### src/ffha_pkg.sv
`timescale 1ns / 1ps
// ----------------------------------------------------------------------------
// ffha_pkg: shared types and constants of the first-fit heap allocator
// Block table geometry, header size, entry/control/report structs, codes.
// ----------------------------------------------------------------------------
package ffha_pkg;

  localparam int MAX_BLOCKS = 64;
  localparam int CNT_W      = $clog2(MAX_BLOCKS + 1);
  localparam int OFS_W      = 16;
  localparam int SIZE_W     = 17;
  localparam int REQ_W      = 18;

  // header bytes, already a multiple of 8
  localparam logic [SIZE_W-1:0] HDR_S    = 17'd32;
  localparam logic [REQ_W-1:0]  HDR_R    = 18'd32;
  localparam logic [SIZE_W-1:0] POOL_MAX = 17'd65536;
  localparam logic [SIZE_W-1:0] POOL_MIN = 17'd64;

  localparam logic KIND_ALLOC = 1'b0;
  localparam logic KIND_FREE  = 1'b1;

  localparam logic [1:0] STAT_OK      = 2'd0;
  localparam logic [1:0] STAT_NOSPACE = 2'd1;
  localparam logic [1:0] STAT_BADFREE = 2'd2;

  typedef enum logic [1:0] {
    ST_IDLE,
    ST_WALK,
    ST_HOLD
  } state_t;

  typedef struct packed {
    logic              valid;
    logic              used;
    logic [OFS_W-1:0]  start;
    logic [SIZE_W-1:0] size;
  } entry_t;

  // broadcast from the controller to every cell
  typedef struct packed {
    logic              run;
    logic              launch;
    logic              init;
    logic              kind;
    logic              coal;
    logic              can_split;
    logic              ins;
    logic              rem;
    logic [REQ_W-1:0]  req;
    logic [OFS_W-1:0]  addr;
    logic [SIZE_W-1:0] init_size;
  } ctl_t;

  // report of the cell holding the token, zero elsewhere
  typedef struct packed {
    logic             hit;
    logic             split;
    logic             merge;
    logic             at_end;
    logic [OFS_W-1:0] offset;
  } rep_t;

endpackage

### src/ffha_ctrl.sv
`timescale 1ns / 1ps
// ----------------------------------------------------------------------------
// ffha_ctrl: request sequencer of the first-fit heap allocator
// Takes a request, launches the token down the cell chain, collects the
// cell report, keeps the entry count and drives the result register.
// ----------------------------------------------------------------------------
module ffha_ctrl (
  input  logic                         clk,
  input  logic                         rst,
  input  logic                         s_tvalid,
  output logic                         s_tready,
  input  logic                         kind,
  input  logic [ffha_pkg::SIZE_W-1:0]  request_bytes,
  input  logic [ffha_pkg::OFS_W-1:0]   block_address,
  output logic                         m_tvalid,
  input  logic                         m_tready,
  output logic [1:0]                   status,
  output logic [ffha_pkg::OFS_W-1:0]   data_offset,
  input  logic                         cfg_valid,
  output logic                         cfg_ready,
  input  logic [ffha_pkg::SIZE_W-1:0]  cfg_data,
  input  ffha_pkg::rep_t               rep,
  input  logic                         tok_out,
  output ffha_pkg::ctl_t               ctl
);

  ffha_pkg::state_t state;
  ffha_pkg::state_t state_next;

  logic                        op_kind;
  logic [ffha_pkg::REQ_W-1:0]  op_req;
  logic [ffha_pkg::OFS_W-1:0]  op_addr;
  logic                        coal;
  logic [ffha_pkg::CNT_W-1:0]  count;
  logic [1:0]                  res_status;
  logic [ffha_pkg::OFS_W-1:0]  res_offset;

  logic                        accept;
  logic                        walk_end;
  logic                        walk_done;
  logic                        load_out;
  logic [ffha_pkg::SIZE_W-1:0] pool;
  logic [ffha_pkg::REQ_W-1:0]  req_round;

  always_comb begin
    req_round = ({1'b0, request_bytes} + 18'd7) & ~18'd7;
    if (cfg_data > ffha_pkg::POOL_MAX) begin
      pool = ffha_pkg::POOL_MAX;
    end else if (cfg_data < ffha_pkg::POOL_MIN) begin
      pool = ffha_pkg::POOL_MIN;
    end else begin
      pool = cfg_data;
    end
    walk_end = rep.at_end || tok_out;
  end

  // next state
  always_comb begin
    state_next = state;
    unique case (state)
      ffha_pkg::ST_IDLE: begin
        if (s_tvalid && s_tready) state_next = ffha_pkg::ST_WALK;
      end
      ffha_pkg::ST_WALK: begin
        if (op_kind == ffha_pkg::KIND_ALLOC) begin
          if (rep.hit || walk_end) state_next = ffha_pkg::ST_HOLD;
        end else if (walk_end) begin
          state_next = ffha_pkg::ST_HOLD;
        end
      end
      ffha_pkg::ST_HOLD: begin
        if (!m_tvalid || m_tready) state_next = ffha_pkg::ST_IDLE;
      end
      default: state_next = ffha_pkg::ST_IDLE;
    endcase
  end

  // outputs
  always_comb begin
    s_tready  = 1'b0;
    cfg_ready = 1'b0;
    walk_done = 1'b0;
    load_out  = 1'b0;
    unique case (state)
      ffha_pkg::ST_IDLE: begin
        cfg_ready = 1'b1;
        s_tready  = !cfg_valid;
      end
      ffha_pkg::ST_WALK: begin
        walk_done = (op_kind == ffha_pkg::KIND_ALLOC) ? (rep.hit || walk_end) : walk_end;
      end
      ffha_pkg::ST_HOLD: begin
        load_out = !m_tvalid || m_tready;
      end
      default: ;
    endcase
    accept = s_tvalid && s_tready;

    ctl.run       = (state == ffha_pkg::ST_WALK);
    ctl.launch    = accept;
    ctl.init      = cfg_valid && cfg_ready;
    ctl.kind      = op_kind;
    ctl.coal      = coal;
    ctl.can_split = (count != ffha_pkg::CNT_W'(ffha_pkg::MAX_BLOCKS));
    ctl.ins       = rep.split;
    ctl.rem       = rep.merge;
    ctl.req       = op_req;
    ctl.addr      = op_addr;
    ctl.init_size = pool - ffha_pkg::HDR_S;
  end

  always_ff @(posedge clk) begin
    if (rst) begin
      state    <= ffha_pkg::ST_IDLE;
      count    <= ffha_pkg::CNT_W'(1);
      coal     <= 1'b0;
      m_tvalid <= 1'b0;
    end else begin
      state <= state_next;
      if (ctl.init) begin
        count <= ffha_pkg::CNT_W'(1);
      end else if (ctl.run && rep.split) begin
        count <= count + 1'b1;
      end else if (ctl.run && rep.merge) begin
        count <= count - 1'b1;
      end
      if (accept) begin
        coal <= 1'b0;
      end else if (ctl.run && op_kind == ffha_pkg::KIND_FREE && rep.hit) begin
        coal <= 1'b1;
      end
      if (load_out) begin
        m_tvalid <= 1'b1;
      end else if (m_tready) begin
        m_tvalid <= 1'b0;
      end
    end
  end

  always_ff @(posedge clk) begin
    if (accept) begin
      op_kind <= kind;
      op_req  <= req_round;
      op_addr <= block_address;
    end
    if (walk_done) begin
      if (op_kind == ffha_pkg::KIND_ALLOC) begin
        res_status <= rep.hit ? ffha_pkg::STAT_OK : ffha_pkg::STAT_NOSPACE;
        res_offset <= rep.hit ? rep.offset : '0;
      end else begin
        res_status <= coal ? ffha_pkg::STAT_OK : ffha_pkg::STAT_BADFREE;
        res_offset <= '0;
      end
    end
    if (load_out) begin
      status      <= res_status;
      data_offset <= res_offset;
    end
  end

endmodule

### config.mk
export PLATFORM = sky130hd
export DESIGN_NAME = ffha_ctrl
export DESIGN_NICKNAME = d
export VERILOG_FILES = /design/src/ffha_pkg.sv /design/src/ffha_ctrl.sv
export SDC_FILE = /design/constraint.sdc
export NUM_CORES = 1
export LEC_CHECK = 0
export ABC_AREA = 1
export BUFFER_PORTS_ARGS = -buffer_cell sky130_fd_sc_hd__buf_2
export CAP_MARGIN = 10
export CORE_MARGIN = 5
export CORE_UTILIZATION = 43
export DETAILED_ROUTE_END_ITERATION = 16
export GPL_ROUTABILITY_DRIVEN = 0
export PLACE_DENSITY = 0.78
export SYNTH_ARGS = -nofsm -noshare
export SYNTH_HDL_FRONTEND = slang
export SYNTH_SLANG_ARGS = --single-unit
export TNS_END_PERCENT = 10
### constraint.sdc
create_clock -name clk -period 2.3 [get_ports clk]
set_input_delay 0.345 -clock clk [delete_from_list [all_inputs] [get_ports clk]]
set_output_delay 0.345 -clock clk [all_outputs]
set_load 0.05 [all_outputs]
==> summary.log <==
INFO  worst_setup_path critPathCaptureType=output pin
INFO  job            max-cap-violations=0
INFO  logic_synthesis syn-mean-instance-area=10.2um2
INFO  logic_synthesis synth-seq-cells=79
INFO  finish         commonest_non_fill_non_tap_cell_in_the_layout=sky130_fd_sc_hd__buf_2
INFO  sta            max_freq=453MHz
INFO  finish         fin_nets=607
INFO  pwr            comb_power_share=20.0%
INFO  hold_path      hold_wc_path_type=primary input to register
INFO  global_route   grt-ovfl-total=0
INFO  clock_network  clockRootBuffer=sky130_fd_sc_hd__clkbuf_8
INFO  drt            route.detailed.drc=0
INFO  clock_network  hold_buffers=0
INFO  die            fp-row-count=33
INFO  logic_synthesis synth.lib_cells_used.distinct=32
INFO  clock_network  post_cts.resized_instances=1
INFO  drt            dr_total_vias=3007
INFO  clock_network  cts_tree=yes
INFO  finish         mostFrequentLayoutCells=sky130_fd_sc_hd__buf_2 (144), sky130_fd_sc_hd__edfxtp_1 (68), sky130_fd_sc_hd__nor2_1 (64), sky130_fd_sc_hd__nand2_1 (56), sky130_fd_sc_hd__inv_1 (51)
INFO  sta            finalWorstSetupSlack=0.0909ns
INFO  worst_setup_path cp_slowest_stage_delay=0.24ns
INFO  logic_synthesis synth-warning-count=0
INFO  pwr            netSwitchingPower=978uW
INFO  pwr            clock_share_of_power=28.9%
INFO  finish         syn_to_final_growth=32.5%
INFO  global_route   track_usage=16.4%
INFO  sta            layout_worst_path_cycle_share=96.0%
INFO  place          port_buffers=152
INFO  worst_setup_path critPathRequiredTime=1.96ns
INFO  clock_network  cts_made_buffers=9
INFO  global_route   grt_antenna_before_repair=0
INFO  die            initial_standard_cell_utilization_of_the_core=44.3%
INFO  die            placeableCoreArea=8220um2
INFO  die            die_y=102um
INFO  clock_network  post_cts.repair.setup_buffers=0
INFO  sta            timing_max_transition_violations_final=0
INFO  drt            drtPass1Iterations=4
INFO  drt            detail-route-antenna-nets=0
INFO  drt            first_iter_violations=95
INFO  logic_synthesis synthesis.area=3640um2
INFO  pwr            share_seq_of_total_power=51.1%
INFO  finish         postLayoutCoreUtil=58.7%
INFO  worst_setup_path critical_path.cell_chain=buf_2 > nor2_1 > nand2_1 > nor2_1 > nand2_1 > nand2_4 > nand2_1 > ha_4 > buf_4 > xnor2_2 > clkbuf_4
INFO  pwr            p_leak=0.00225uW
INFO  worst_setup_path setup.worst_path.start_class=primary input
INFO  worst_setup_path critical_path_arrival=1.86ns
INFO  sta            fin_worst_hold_slack=0.182ns
INFO  sta            finalSetupViolations=0
INFO  drt            vias_per_cell=4.75
INFO  run_status     outcome=finished clean
INFO  place          pre_cts_setup_slack=-0.0353ns
INFO  drt            wirelength=8790um
INFO  finish         n_antenna_cell=0
INFO  global_route   grt_pass1_vias=2898
INFO  sta            finalWorstPathRequiredPeriod=2.21ns
INFO  place          place.detailed.hpwl=7210um
INFO  die            die_area=10400um2
INFO  pwr            power_per_cell_area=657nW/um2
INFO  sta            worst_clock_skew=0.00737ns
INFO  pwr            cell_internal_pwr=2190uW
INFO  global_route   grt_max_degree=20
INFO  logic_synthesis gate_count_post_synth=356
INFO  die            ios=157
INFO  pwr            max-vdd-ir-drop=0.000292V
INFO  sta            tns=0ns
INFO  worst_setup_path crit_type=primary input to output pin
INFO  place          placedInstanceArea=4590um2
INFO  die            chipWidth=102um
INFO  clock_network  clkTransAtPathRegs=0.08ns
INFO  sta            hold_violations=0
INFO  finish         finalInstanceArea=4830um2
INFO  worst_setup_path crit_path_max_fanout=5
INFO  finish         drive_gt1_share=38.1%
INFO  clock_network  cts_sinks=79
INFO  clock_network  ctsLongestPathBuffers=2
INFO  clock_network  htree_levels=3
INFO  logic_synthesis synth.yosys.seq_area_share=62.1%
INFO  sta            worst_pin_slew=0.505ns
INFO  global_route   grt_first_pass_wirelength=13200um
INFO  drt            wl_per_cell=13.9um
INFO  finish         fillers=688
INFO  clock_network  insertion_delay=0.34ns
INFO  worst_setup_path cell_with_the_most_instances_on_the_worst_path=sky130_fd_sc_hd__nand2_1
INFO  worst_setup_path crit_path_top_delay_cell=sky130_fd_sc_hd__clkbuf_4
INFO  sta            max_transition_margin=65.9%
INFO  pwr            power.switching_fraction=30.8%
-- synthesized netlist by cell type --
cell	number	share of area [%]
sky130_fd_sc_hd__edfxtp_1	68	56
sky130_fd_sc_hd__nor2_1	68	7.0
sky130_fd_sc_hd__nand2_1	58	6.0
sky130_fd_sc_hd__inv_1	52	5.4
sky130_fd_sc_hd__nand3_1	14	1.9
sky130_fd_sc_hd__xor2_1	12	2.9
sky130_fd_sc_hd__a21oi_1	11	1.5
sky130_fd_sc_hd__dfxtp_1	11	6.0
sky130_fd_sc_hd__buf_4	9	1.9
sky130_fd_sc_hd__o21ai_0	8	1.1
sky130_fd_sc_hd__ha_1	6	2.1
sky130_fd_sc_hd__nand4_1	4	0.69
sky130_fd_sc_hd__xnor2_1	4	0.96
sky130_fd_sc_hd__a21boi_0	3	0.62
sky130_fd_sc_hd__a31oi_1	3	0.52
sky130_fd_sc_hd__nand2_2	3	0.52
sky130_fd_sc_hd__nor3_1	3	0.41
sky130_fd_sc_hd__nor2_2	2	0.34
sky130_fd_sc_hd__nor4_1	2	0.34
sky130_fd_sc_hd__o21bai_1	2	0.41
sky130_fd_sc_hd__o41ai_1	2	0.48
sky130_fd_sc_hd__a21o_1	1	0.21
sky130_fd_sc_hd__buf_6	1	0.31
sky130_fd_sc_hd__clkbuf_1	1	0.10
sky130_fd_sc_hd__conb_1	1	0.10
sky130_fd_sc_hd__fa_1	1	0.55
sky130_fd_sc_hd__nand2_4	1	0.31
sky130_fd_sc_hd__nand3_2	1	0.27
sky130_fd_sc_hd__nand3b_1	1	0.21
sky130_fd_sc_hd__nor3_4	1	0.45
sky130_fd_sc_hd__o21ai_2	1	0.24
sky130_fd_sc_hd__or2_1	1	0.17
-- metal layers --
metal | wire length [um] | vias to the layer above | global-route usage [%]
li1 | - | 1486 | -
met1 | 3320 | 1359 | 18.8
met2 | 4460 | 146 | 29.9
met3 | 876 | 16 | 3.41
met4 | 134 | 0 | 6.05
met5 | 0 | - | 0
-- critical path, delay by kind of cell --
kind	cells	cell delay (ns)
AND/OR/NAND/NOR	6	0.67
buffers and inverters	3	0.50
adder cells (fa/ha/maj)	1	0.21
XOR/XNOR	1	0.13
-- cells by family (layout without fill, tap and decap cells) --
group                    Yosys count  count (layout)  share of synthesized area, %
AND/OR/NAND/NOR                  159             159                          18.6
flip-flops                        79              79                          62.1
buffers and inverters             63             232                          7.63
AO/OA/AOI/OAI                     31              31                          5.08
XOR/XNOR                          16              16                          3.85
adder cells (fa/ha/maj)            7               7                          2.61
other                              1               4                         0.103
-- worst paths after layout --
check | from | slack (ns) | end | depth (start not counted)
worst min-delay path | kind | 0.18 | op_kind | 1
worst max-delay path | cfg_data[10] | 0.09 | ctl[7] | 11
worst max register to register | state[0] | 0.21 | count[6] | 12
worst min register to register | res_offset[15] | 0.42 | data_offset[15] | 0
-- layout make-up --
class | instances | area, um2 | area share (%)
clock buffers | 9 | 124 | 2.57
clock inverters | 7 | 57.6 | 1.19
inverters | 52 | 199 | 4.12
multi-input cells | 217 | 1180 | 24.4
flip-flops and latches | 79 | 2260 | 46.9
well taps | 105 | 131 | 2.72
repair buffers | 164 | 875 | 18.1
-- power by group through the flow --
stage	registers, uW	logic, uW	clock network [uW]
2_1_floorplan	1760	326	0
3_3_place_gp	1650	604	0
3_5_place_dp	1660	617	0
4_1_cts	1620	620	941
5_1_grt	1630	678	1010
6_report	1620	633	917
-- state kept, by name (all words and copies together), names as in the netlist --
register / cells
res_status: 2
res_offset: 16
status: 2
m_tvalid: 1
coal: 1
op_kind: 1
state: 2
op_req: 15
op_addr: 16
data_offset: 16
count: 7
-- stage by stage --
| stage | total power (uW) | cells |
|---|---|---|
| 2_1_floorplan | 2080 | 359 |
| 3_3_place_gp | 2260 | 617 |
| 3_5_place_dp | 2270 | 617 |
| 4_1_cts | 3180 | 633 |
| 5_1_grt | 3320 | 633 |
| 6_report | 3170 | 633 |
Note: power is estimated with default switching activity, not from simulation.
